File: config.mk
export PLATFORM = sky130hd
export DESIGN_NAME = tlb_address_translator
export DESIGN_NICKNAME = d
export VERILOG_FILES = /design/src/sv/tlb_pkg.sv /design/src/sv/tlb_div.sv /design/src/sv/tlb_address_translator.sv
export SDC_FILE = /design/constraint.sdc
export NUM_CORES = 2
export LEC_CHECK = 0
export BUFFER_PORTS_ARGS = -buffer_cell sky130_fd_sc_hd__buf_2
export CAP_MARGIN = 20
export CORE_ASPECT_RATIO = 0.7
export CORE_UTILIZATION = 55
export CTS_BUF_LIST = sky130_fd_sc_hd__clkbuf_4
export DETAILED_ROUTE_END_ITERATION = 8
export PLACE_DENSITY_LB_ADDON = 0.2
export RECOVER_POWER = 100
export SYNTH_ARGS = -nofsm -noshare
export SYNTH_HDL_FRONTEND = slang
export SYNTH_SLANG_ARGS = --single-unit
File: constraint.sdc
create_clock -name clk -period 10.6 [get_ports clk]
set_input_delay 2.12 -clock clk [delete_from_list [all_inputs] [get_ports clk]]
set_output_delay 2.12 -clock clk [all_outputs]
set_load 0.02 [all_outputs]
File: src/sv/tlb_pkg.sv
package tlb_pkg;

  localparam int unsigned PID_W   = 16;
  localparam int unsigned ADDR_W  = 32;
  localparam int unsigned FRAME_W = 16;
  localparam int unsigned OFF_W   = 16;
  localparam int unsigned PS_W    = 17;
  localparam int unsigned CNT_W   = 5;

  localparam logic OP_TRANSLATE = 1'b0;
  localparam logic OP_FILL      = 1'b1;

  localparam logic POL_FIFO = 1'b0;
  localparam logic POL_LRU  = 1'b1;

  localparam logic [1:0] CFG_ENTRIES   = 2'd0;
  localparam logic [1:0] CFG_POLICY    = 2'd1;
  localparam logic [1:0] CFG_PAGE_SIZE = 2'd2;

  localparam logic [PS_W-1:0] PAGE_SIZE_RST = 17'd32;
  localparam logic [PS_W-1:0] PAGE_SIZE_MAX = 17'd65536;

  typedef struct packed {
    logic              start;
    logic [ADDR_W-1:0] dividend;
    logic [PS_W-1:0]   divisor;
  } div_req_t;

  typedef struct packed {
    logic              done;
    logic [ADDR_W-1:0] quot;
    logic [PS_W-1:0]   rem;
  } div_rsp_t;

endpackage

File: src/sv/tlb_div.sv
module tlb_div (
  input  logic                clk,
  input  logic                rst_n,
  input  tlb_pkg::div_req_t   req,
  output tlb_pkg::div_rsp_t   rsp
);

  localparam int unsigned AW = tlb_pkg::ADDR_W;
  localparam int unsigned PW = tlb_pkg::PS_W;

  logic              busy_r, busy_nxt;
  logic [5:0]        cnt_r, cnt_nxt;
  logic [AW-1:0]     q_r, q_nxt;
  logic [PW:0]       rem_r, rem_nxt;
  logic [PW-1:0]     dvs_r, dvs_nxt;
  logic              done_r, done_nxt;
  logic [PW:0]       shifted;
  logic [PW:0]       diff;

  always_comb begin
    busy_nxt = busy_r;
    cnt_nxt  = cnt_r;
    q_nxt    = q_r;
    rem_nxt  = rem_r;
    dvs_nxt  = dvs_r;
    done_nxt = 1'b0;
    shifted  = {rem_r[PW-1:0], q_r[AW-1]};
    diff     = shifted - {1'b0, dvs_r};
    if (req.start) begin
      busy_nxt = 1'b1;
      cnt_nxt  = 6'(AW);
      q_nxt    = req.dividend;
      rem_nxt  = '0;
      dvs_nxt  = req.divisor;
    end else if (busy_r) begin
      if (!diff[PW]) begin
        rem_nxt = diff;
        q_nxt   = {q_r[AW-2:0], 1'b1};
      end else begin
        rem_nxt = shifted;
        q_nxt   = {q_r[AW-2:0], 1'b0};
      end
      cnt_nxt = cnt_r - 6'd1;
      if (cnt_r == 6'd1) begin
        busy_nxt = 1'b0;
        done_nxt = 1'b1;
      end
    end
  end

  always_ff @(posedge clk) begin
    if (!rst_n) begin
      busy_r <= 1'b0;
      done_r <= 1'b0;
      cnt_r  <= '0;
    end else begin
      busy_r <= busy_nxt;
      done_r <= done_nxt;
      cnt_r  <= cnt_nxt;
    end
    q_r   <= q_nxt;
    rem_r <= rem_nxt;
    dvs_r <= dvs_nxt;
  end

  assign rsp.done = done_r;
  assign rsp.quot = q_r;
  assign rsp.rem  = rem_r[PW-1:0];

endmodule

File: src/sv/tlb_address_translator.sv
// Channel | Direction | Handshake           | Payload
// in_     | input     | in_valid/in_stall   | op, pid, logical_addr, frame
// out_    | output    | out_valid/out_stall | hit, page, offset, frame_out, physical_addr
// cfg_    | input     | cfg_valid/cfg_ready | cfg_index, cfg_data
// One item at a time. The bit-serial divider splits the address into page
// and offset, then the entry scan and rank update follow (a fill that
// replaces also runs a victim search), then a multiply and the output load;
// the next item is accepted once the result has been loaded.
// Reset (rst_n low, synchronous) empties the buffer; no clearing pass.
// A result waits in the output register while out_stall is high; the next
// item is worked on meanwhile and holds before the load until it frees.
module tlb_address_translator #(
  parameter int unsigned MAX_ENTRIES = 16
) (
  input  logic                          clk,
  input  logic                          rst_n,
  input  logic                          in_valid,
  output logic                          in_stall,
  input  logic                          in_op,
  input  logic [tlb_pkg::PID_W-1:0]     in_pid,
  input  logic [tlb_pkg::ADDR_W-1:0]    in_logical_addr,
  input  logic [tlb_pkg::FRAME_W-1:0]   in_frame,
  output logic                          out_valid,
  input  logic                          out_stall,
  output logic                          out_hit,
  output logic [tlb_pkg::ADDR_W-1:0]    out_page,
  output logic [tlb_pkg::OFF_W-1:0]     out_offset,
  output logic [tlb_pkg::FRAME_W-1:0]   out_frame_out,
  output logic [tlb_pkg::ADDR_W-1:0]    out_physical_addr,
  input  logic                          cfg_valid,
  output logic                          cfg_ready,
  input  logic [1:0]                    cfg_index,
  input  logic [tlb_pkg::PS_W-1:0]      cfg_data
);

  localparam int unsigned IW = (MAX_ENTRIES > 1) ? $clog2(MAX_ENTRIES) : 1;
  localparam int unsigned CW = $clog2(MAX_ENTRIES + 1);
  localparam int unsigned AW = tlb_pkg::ADDR_W;
  localparam int unsigned PW = tlb_pkg::PS_W;
  localparam int unsigned FW = tlb_pkg::FRAME_W;
  localparam int unsigned DW = tlb_pkg::PID_W;

  typedef struct packed {
    logic [DW-1:0] pid;
    logic [AW-1:0] page;
    logic [FW-1:0] frame;
    logic [IW-1:0] irank;
    logic [IW-1:0] urank;
  } ent_t;

  typedef enum logic [8:0] {
    S_IDLE  = 9'b000000001,
    S_DIV   = 9'b000000010,
    S_FIND  = 9'b000000100,
    S_FCHK  = 9'b000001000,
    S_VICT  = 9'b000010000,
    S_UPD   = 9'b000100000,
    S_UCHK  = 9'b001000000,
    S_MUL   = 9'b010000000,
    S_OUT   = 9'b100000000
  } state_t;

  state_t             state_r, state_nxt;
  logic [CW-1:0]      lim_r;
  logic               pol_r;
  logic [PW-1:0]      ps_r;
  logic [CW-1:0]      cnt_r, cnt_nxt;

  logic               op_r;
  logic [DW-1:0]      pid_r;
  logic [AW-1:0]      addr_r;
  logic [FW-1:0]      frame_r;
  logic [AW-1:0]      page_r, page_nxt;
  logic [PW-1:0]      off_r, off_nxt;
  logic               hit_r, hit_nxt;
  logic [FW-1:0]      fout_r, fout_nxt;
  logic [IW-1:0]      slot_r, slot_nxt;
  logic               found_r, found_nxt;
  logic [IW-1:0]      ref_r, ref_nxt;
  logic [IW-1:0]      refi_r, refi_nxt;
  logic [IW-1:0]      refu_r, refu_nxt;
  logic [1:0]         mode_r, mode_nxt;
  logic [CW-1:0]      idx_r, idx_nxt;
  logic [AW-1:0]      phys_r;

  logic                       out_load;
  logic                       ohit_r;
  logic [AW-1:0]              opage_r;
  logic [tlb_pkg::OFF_W-1:0]  ooff_r;
  logic [FW-1:0]              ofout_r;
  logic [AW-1:0]              ophys_r;

  ent_t               mem [MAX_ENTRIES];
  ent_t               rd_r;
  logic [IW-1:0]      raddr;
  logic               we;
  logic [IW-1:0]      waddr;
  ent_t               wdata;

  tlb_pkg::div_req_t  dreq;
  tlb_pkg::div_rsp_t  drsp;
  logic [PW-1:0]      eff_ps;
  logic [CW-1:0]      cfg_lim;

  logic               in_acc, out_acc, cfg_acc;
  logic               vld_r, vld_nxt;

  localparam logic [1:0] M_TOUCH  = 2'd0;
  localparam logic [1:0] M_APPEND = 2'd1;
  localparam logic [1:0] M_REPL   = 2'd2;

  assign in_acc    = in_valid && !in_stall;
  assign out_acc   = out_valid && !out_stall;
  assign cfg_acc   = cfg_valid && cfg_ready;
  assign in_stall  = (state_r != S_IDLE);
  assign cfg_ready = 1'b1;
  assign out_load  = (state_r == S_OUT) && (!vld_r || out_acc);

  assign eff_ps  = (ps_r == '0) ? PW'(1) :
                   (ps_r > tlb_pkg::PAGE_SIZE_MAX) ? tlb_pkg::PAGE_SIZE_MAX : ps_r;
  assign cfg_lim = (32'(cfg_data[4:0]) > MAX_ENTRIES) ? CW'(MAX_ENTRIES) :
                   CW'(cfg_data[4:0]);

  assign dreq.start    = in_acc;
  assign dreq.dividend = in_logical_addr;
  assign dreq.divisor  = eff_ps;

  tlb_div u_div (.clk(clk), .rst_n(rst_n), .req(dreq), .rsp(drsp));

  always_ff @(posedge clk) begin
    if (we) mem[waddr] <= wdata;
    rd_r <= mem[raddr];
  end

  always_comb begin
    state_nxt = state_r;
    cnt_nxt   = cnt_r;
    page_nxt  = page_r;
    off_nxt   = off_r;
    hit_nxt   = hit_r;
    fout_nxt  = fout_r;
    slot_nxt  = slot_r;
    found_nxt = found_r;
    ref_nxt   = ref_r;
    refi_nxt  = refi_r;
    refu_nxt  = refu_r;
    mode_nxt  = mode_r;
    idx_nxt   = idx_r;
    vld_nxt   = vld_r;
    raddr     = idx_r[IW-1:0];
    we        = 1'b0;
    waddr     = idx_r[IW-1:0];
    wdata     = rd_r;
    if (out_acc) vld_nxt = 1'b0;
    unique case (state_r)
      S_IDLE: begin
        if (in_acc) state_nxt = S_DIV;
      end
      S_DIV: begin
        if (drsp.done) begin
          page_nxt  = drsp.quot;
          off_nxt   = drsp.rem;
          hit_nxt   = (op_r == tlb_pkg::OP_FILL);
          fout_nxt  = (op_r == tlb_pkg::OP_FILL) ? frame_r : '0;
          found_nxt = 1'b0;
          idx_nxt   = '0;
          if (lim_r == '0 || cnt_r == '0) begin
            state_nxt = (op_r == tlb_pkg::OP_FILL && lim_r != '0) ? S_VICT : S_MUL;
            idx_nxt   = '0;
          end else begin
            raddr     = '0;
            state_nxt = S_FIND;
          end
        end
      end
      S_FIND: state_nxt = S_FCHK;
      S_FCHK: begin
        if (rd_r.pid == pid_r && rd_r.page == page_r) begin
          found_nxt = 1'b1;
          slot_nxt  = idx_r[IW-1:0];
          ref_nxt   = rd_r.urank;
          if (op_r == tlb_pkg::OP_TRANSLATE) begin
            hit_nxt  = 1'b1;
            fout_nxt = rd_r.frame;
          end
          mode_nxt  = M_TOUCH;
          idx_nxt   = '0;
          raddr     = '0;
          state_nxt = S_UPD;
        end else if (idx_r + CW'(1) == cnt_r) begin
          if (op_r == tlb_pkg::OP_FILL) begin
            idx_nxt   = '0;
            raddr     = '0;
            state_nxt = S_VICT;
          end else begin
            state_nxt = S_MUL;
          end
        end else begin
          idx_nxt   = idx_r + CW'(1);
          raddr     = idx_nxt[IW-1:0];
          state_nxt = S_FIND;
        end
      end
      S_VICT: begin
        if (cnt_r < lim_r) begin
          mode_nxt  = M_APPEND;
          slot_nxt  = cnt_r[IW-1:0];
          cnt_nxt   = cnt_r + CW'(1);
          idx_nxt   = '0;
          raddr     = '0;
          state_nxt = S_UPD;
        end else if (!found_r) begin
          // first pass of victim search reuses the read pipe
          found_nxt = 1'b1;
          idx_nxt   = '0;
          raddr     = '0;
        end else begin
          if (((pol_r == tlb_pkg::POL_LRU) ? rd_r.urank : rd_r.irank)
              == IW'(cnt_r - CW'(1))) begin
            slot_nxt = idx_r[IW-1:0];
            refi_nxt = rd_r.irank;
            refu_nxt = rd_r.urank;
          end
          if (idx_r + CW'(1) == cnt_r) begin
            mode_nxt  = M_REPL;
            found_nxt = 1'b0;
            idx_nxt   = '0;
            raddr     = '0;
            state_nxt = S_UPD;
          end else begin
            idx_nxt = idx_r + CW'(1);
            raddr   = idx_nxt[IW-1:0];
          end
        end
      end
      S_UPD: state_nxt = S_UCHK;
      S_UCHK: begin
        we    = 1'b1;
        wdata = rd_r;
        if (idx_r[IW-1:0] == slot_r) begin
          wdata.urank = '0;
          if (mode_r == M_TOUCH) begin
            if (op_r == tlb_pkg::OP_FILL) wdata.frame = frame_r;
          end else begin
            wdata.pid   = pid_r;
            wdata.page  = page_r;
            wdata.frame = frame_r;
            wdata.irank = '0;
          end
        end else begin
          unique case (mode_r)
            M_TOUCH: if (rd_r.urank < ref_r) wdata.urank = rd_r.urank + IW'(1);
            M_APPEND: begin
              wdata.urank = rd_r.urank + IW'(1);
              wdata.irank = rd_r.irank + IW'(1);
            end
            default: begin
              if (rd_r.urank < refu_r) wdata.urank = rd_r.urank + IW'(1);
              if (rd_r.irank < refi_r) wdata.irank = rd_r.irank + IW'(1);
            end
          endcase
        end
        if (idx_r + CW'(1) == cnt_r) begin
          state_nxt = S_MUL;
        end else begin
          idx_nxt   = idx_r + CW'(1);
          raddr     = idx_nxt[IW-1:0];
          state_nxt = S_UPD;
        end
      end
      S_MUL: state_nxt = S_OUT;
      S_OUT: begin
        if (!vld_r || out_acc) begin
          vld_nxt   = 1'b1;
          state_nxt = S_IDLE;
        end
      end
      default: state_nxt = S_IDLE;
    endcase
    if (cfg_acc && cfg_index == tlb_pkg::CFG_ENTRIES) cnt_nxt = '0;
  end

  // S_VICT with found_r set on entry is the scan phase; clear flag on entry
  always_ff @(posedge clk) begin
    if (!rst_n) begin
      state_r <= S_IDLE;
      vld_r   <= 1'b0;
      cnt_r   <= '0;
      lim_r   <= '0;
      pol_r   <= tlb_pkg::POL_FIFO;
      ps_r    <= tlb_pkg::PAGE_SIZE_RST;
    end else begin
      state_r <= state_nxt;
      vld_r   <= vld_nxt;
      cnt_r   <= cnt_nxt;
      if (cfg_acc) begin
        unique case (cfg_index)
          tlb_pkg::CFG_ENTRIES:   lim_r <= cfg_lim;
          tlb_pkg::CFG_POLICY:    pol_r <= cfg_data[0];
          tlb_pkg::CFG_PAGE_SIZE: ps_r  <= cfg_data;
          default: ;
        endcase
      end
    end
    if (in_acc) begin
      op_r    <= in_op;
      pid_r   <= in_pid;
      addr_r  <= in_logical_addr;
      frame_r <= in_frame;
    end
    page_r  <= page_nxt;
    off_r   <= off_nxt;
    hit_r   <= hit_nxt;
    fout_r  <= fout_nxt;
    slot_r  <= slot_nxt;
    found_r <= (state_r == S_FCHK && state_nxt == S_VICT) ? 1'b0 : found_nxt;
    ref_r   <= ref_nxt;
    refi_r  <= refi_nxt;
    refu_r  <= refu_nxt;
    mode_r  <= mode_nxt;
    idx_r   <= idx_nxt;
    if (state_r == S_MUL) begin
      phys_r <= hit_r ? AW'(32'(fout_r) * 32'(eff_ps) + 32'(off_r)) : '0;
    end
    if (out_load) begin
      ohit_r  <= hit_r;
      opage_r <= page_r;
      ooff_r  <= off_r[tlb_pkg::OFF_W-1:0];
      ofout_r <= fout_r;
      ophys_r <= phys_r;
    end
  end

  assign out_valid         = vld_r;
  assign out_hit           = ohit_r;
  assign out_page          = opage_r;
  assign out_offset        = ooff_r;
  assign out_frame_out     = ofout_r;
  assign out_physical_addr = ophys_r;

`ifndef SYNTHESIS
  a_cnt_lim: assert property (@(posedge clk) disable iff (!rst_n)
    cnt_r <= lim_r) else $error("entry count above limit");
  a_one_busy: assert property (@(posedge clk) disable iff (!rst_n)
    in_acc |=> state_r == S_DIV) else $error("accept did not start split");
  a_miss_zero: assert property (@(posedge clk) disable iff (!rst_n)
    out_valid && !out_hit |-> out_physical_addr == '0 && out_frame_out == '0)
    else $error("miss carries data");
  a_addr_kept: assert property (@(posedge clk) disable iff (!rst_n)
    state_r != S_IDLE && !in_acc |=> $stable(addr_r)) else $error("item lost");
`endif

endmodule

==> qor.yml <==
die_h_um: 303.6
synthTopCellsByArea: "edfxtp_1, nand2_1, fa_1"
postCtsSetupBuffers: 0
syn_area_per_cell_um2: 12.84
htree_levels: 5
fin_crit_ps: 9307
syn_inst: 5567
final_common_cell: "edfxtp_1"
die-area_mm2: 0.1314
rr_startpoint: "ps_r[16]$_SDFFE_PN0P_"
holdBufCountCts: 0
pwr-share-seq: 0.524
syn-cell-area_mm2: 0.07149
cts_sinks: 1588
power.density_mw_per_mm2: 168.5
wire_per_inst_um: 23.01
synth-edff-count: 1452
switching_share: 0.2376
yosysTopAreaCellShare: 0.6099
drc: 0
min_to: "out_physical_addr[16]$_DFFE_PP_"
num-nets-final: 6409
yosys.area.top_type: "edfxtp_1"
rsz0062_at_grt: "no"
syn_to_final_growth_pct: 10.35
clock_skew_ps: 83.83
viasPerCell: 5.780
grt_pass1_wl_um: 277800
numCtsBuffers: 383
num_rows: 110
clkPwrFrac: 0.392
p_int_uw: 10140
status: "finished with violations"
arrival_ps: 10280
finalHoldViolCount: 0
final_core_util: 0.6130
ant_nets: 0
dp_hpwl_um: 102000
final.setup.tns_ps: 0
placement.io_buffers: 187
pin_count: 189
fmax_ghz: 0.1074
max-clock-path-buffers: 4
clkTransAtPathRegs_ps: 70
worstSetupPathType: "reg2reg"
required_ps: 11580
violations: "max-capacitance violations, max-slew violations"
cts_tree: "yes"
ys_warn_count: 0
startpoint_type: "flop"
drt_iter0_markers: 5363
grt_use_total: 0.2829
grt_start_max_net_pins: 213
firstDrtPassIters: 6
ys_ff_latch: 1588
ir_worst_vdd_v: 0.00008825
drive_above_1_share: 0.1341
switching_power_uw: 3160
ys_seq_area_frac: 0.6480
initial_core_util: 0.5555
routed-via-count: 46140
worst_pin_slew_ps: 4894
slew_viol_final: 1797
async_flop_share: 0
grt_overflow_total: 0
grt_pass1_vias: 45500
reg2reg_to: "phys_r[31]$_SDFFCE_PN0N_"
pwr-share-comb: 0.084
die-width_um: 432.9
total_leakage_power_uw: 0.02945
worstHoldPathCells: 0
wirelength_um: 183700
hold_class: "reg2reg"
antenna_found_initial: 9
relSlewSlack: -2.263
gp_congestion: 0.9047
min_from: "phys_r[16]$_SDFFCE_PN0N_"
r2r_slack_ps: 1290
synth_flop_cell: "edfxtp_1"
path_max_fanout: 25
ys_types: 74
maxCapViolCount: 59
layout_common_cells: "edfxtp_1, nand2_1, clkbuf_4, nand3_1, inv_1"
synth_fp_nets: 6026
ff2ff_path_depth: 27
timing.final.crit_share: 0.8780
clkLatencyLatePin_ps: 1300
finalSetupViolCount: 0
ctsResizeCount: 0
end_kind: "flop"
core_area_mm2: 0.1287
cts_root_buffer: "clkbuf_4"
[metrics by stage]
step | instances | area (um^2) | total power (uW) | setup WS [ps] | hold slack, ps
4_1_cts | 7975 | 79440 | 13390 | 2317 | 389.0
2_1_floorplan | 5567 | 71490 | 7897 | 3119 | 400.3
5_1_grt | 7981 | 78880 | 13840 | 908.2 | 388.4
6_report | 7983 | 78890 | 13300 | 1293 | 373.1
3_3_place_gp | 7298 | 74350 | 8189 | 2583 | 401.6
3_5_place_dp | 7299 | 74380 | 8206 | 2382 | 404.5
[cells by family (layout without fill, tap and decap cells)]
family                     after synthesis  in the layout  share of synthesized area
other                                    1              7                 0.00005246
AOI/OAI and AO/OA                      458            458                    0.03655
muxes                                  155            155                    0.03544
DFF                                   1588           1588                     0.6480
adders and majority gates              370            370                    0.08839
xor gates and xnor gates               114            114                    0.01460
buffers and inverters                  636           1310                    0.03607
and+or+nand+nor                       2245           2245                     0.1409
[worst max path at each step]
stage                          start                       end  slack (ps)  cells after the start
3_3_place_gp    ps_r[0]$_SDFFE_PN0P_  phys_r[31]$_SDFFCE_PN0N_        2580                     27
6_report       ps_r[16]$_SDFFE_PN0P_  phys_r[31]$_SDFFCE_PN0N_        1290                     27
3_5_place_dp    ps_r[0]$_SDFFE_PN0P_  phys_r[30]$_SDFFCE_PN0N_        2380                     27
2_1_floorplan  state_r[0]$_SDFF_PN1_       mem[0][0]$_DFFE_PP_        3120                      7
4_1_cts         ps_r[0]$_SDFFE_PN0P_  phys_r[30]$_SDFFCE_PN0N_        2320                     27
5_1_grt         page_r[17]$_DFFE_PP_           rd_r[6]$_DFF_P_         910                     10
[sequential cells by signal, indices dropped and copies added, names as in the netlist, 32 cells and up]
| name | cells |
|---|---|
| page_r | 32 |
| phys_r | 32 |
| out_physical_addr | 32 |
| u_div.q_r | 32 |
| rd_r | 72 |
| out_page | 32 |
| mem | 1152 |
[cell usage after synthesis, types with 8 or more instances]
library cell / n
xnor2_1: 33
nand2b_1: 24
mux2i_1: 18
xor2_1: 78
nand3b_1: 10
a21o_1: 21
nor2b_1: 25
nor4_1: 21
buf_2: 93
edfxtp_1: 1452
inv_1: 342
mux2_2: 65
buf_1: 28
nand4_1: 155
a211oi_1: 9
o21ai_0: 131
clkbuf_1: 159
ha_1: 145
nand3_1: 397
nor2_1: 91
dfxtp_1: 136
nand2_1: 1316
and2_1: 137
mux4_2: 72
nor3_1: 32
a21boi_0: 29
a21oi_1: 209
fa_1: 225
and3_1: 8
[critical path: stages (launching register included)]
cell	delay, ps
dfxtp_1	310
clkbuf_1	1050
and2_0	530
nor2b_1	90
clkbuf_1	490
and2_0	380
fa_1	540
inv_1	50
fa_1	480
inv_1	50
fa_1	480
fa_1	500
fa_1	490
inv_1	50
fa_1	470
inv_1	40
ha_1	340
a21o_1	200
a21oi_1	180
nor2_1	70
nor2_1	80
a21boi_0	80
buf_4	190
o21ai_0	580
o21ai_0	410
a211o_1	380
o31a_1	250
mux2_2	270
[area by class of cell]
cell class                 instances  area, um^2
antenna                            6       15.01
sequential                      1588       46320
timing repair buffer             291        1394
clock inverter                    63       455.4
inverter                         343        1289
fill                           10060       49800
clock buffer                     613        4602
tap                             1736        2172
multi-input combinational       3343       22640
[power by group through the flow]
stage                     Clock [uW]  Combinational [uW]  Sequential [uW]
after global routing            5610                1260             6980
after detailed placement           0                1100             7100
after CTS                       5310                1110             6970
after floorplan                    0                 828             7070
after global placement             0                1090             7100
final                           5210                1110             6970
[layer usage]
| layer | track usage | part of all wire |
|---|---|---|
| met5 | 0 | 0 |
| met2 | 0.4062 | 0.44 |
| met4 | 0.1016 | 0.026 |
| met1 | 0.4234 | 0.43 |
| met3 | 0.06497 | 0.11 |
(Power assumes the default switching activity.)
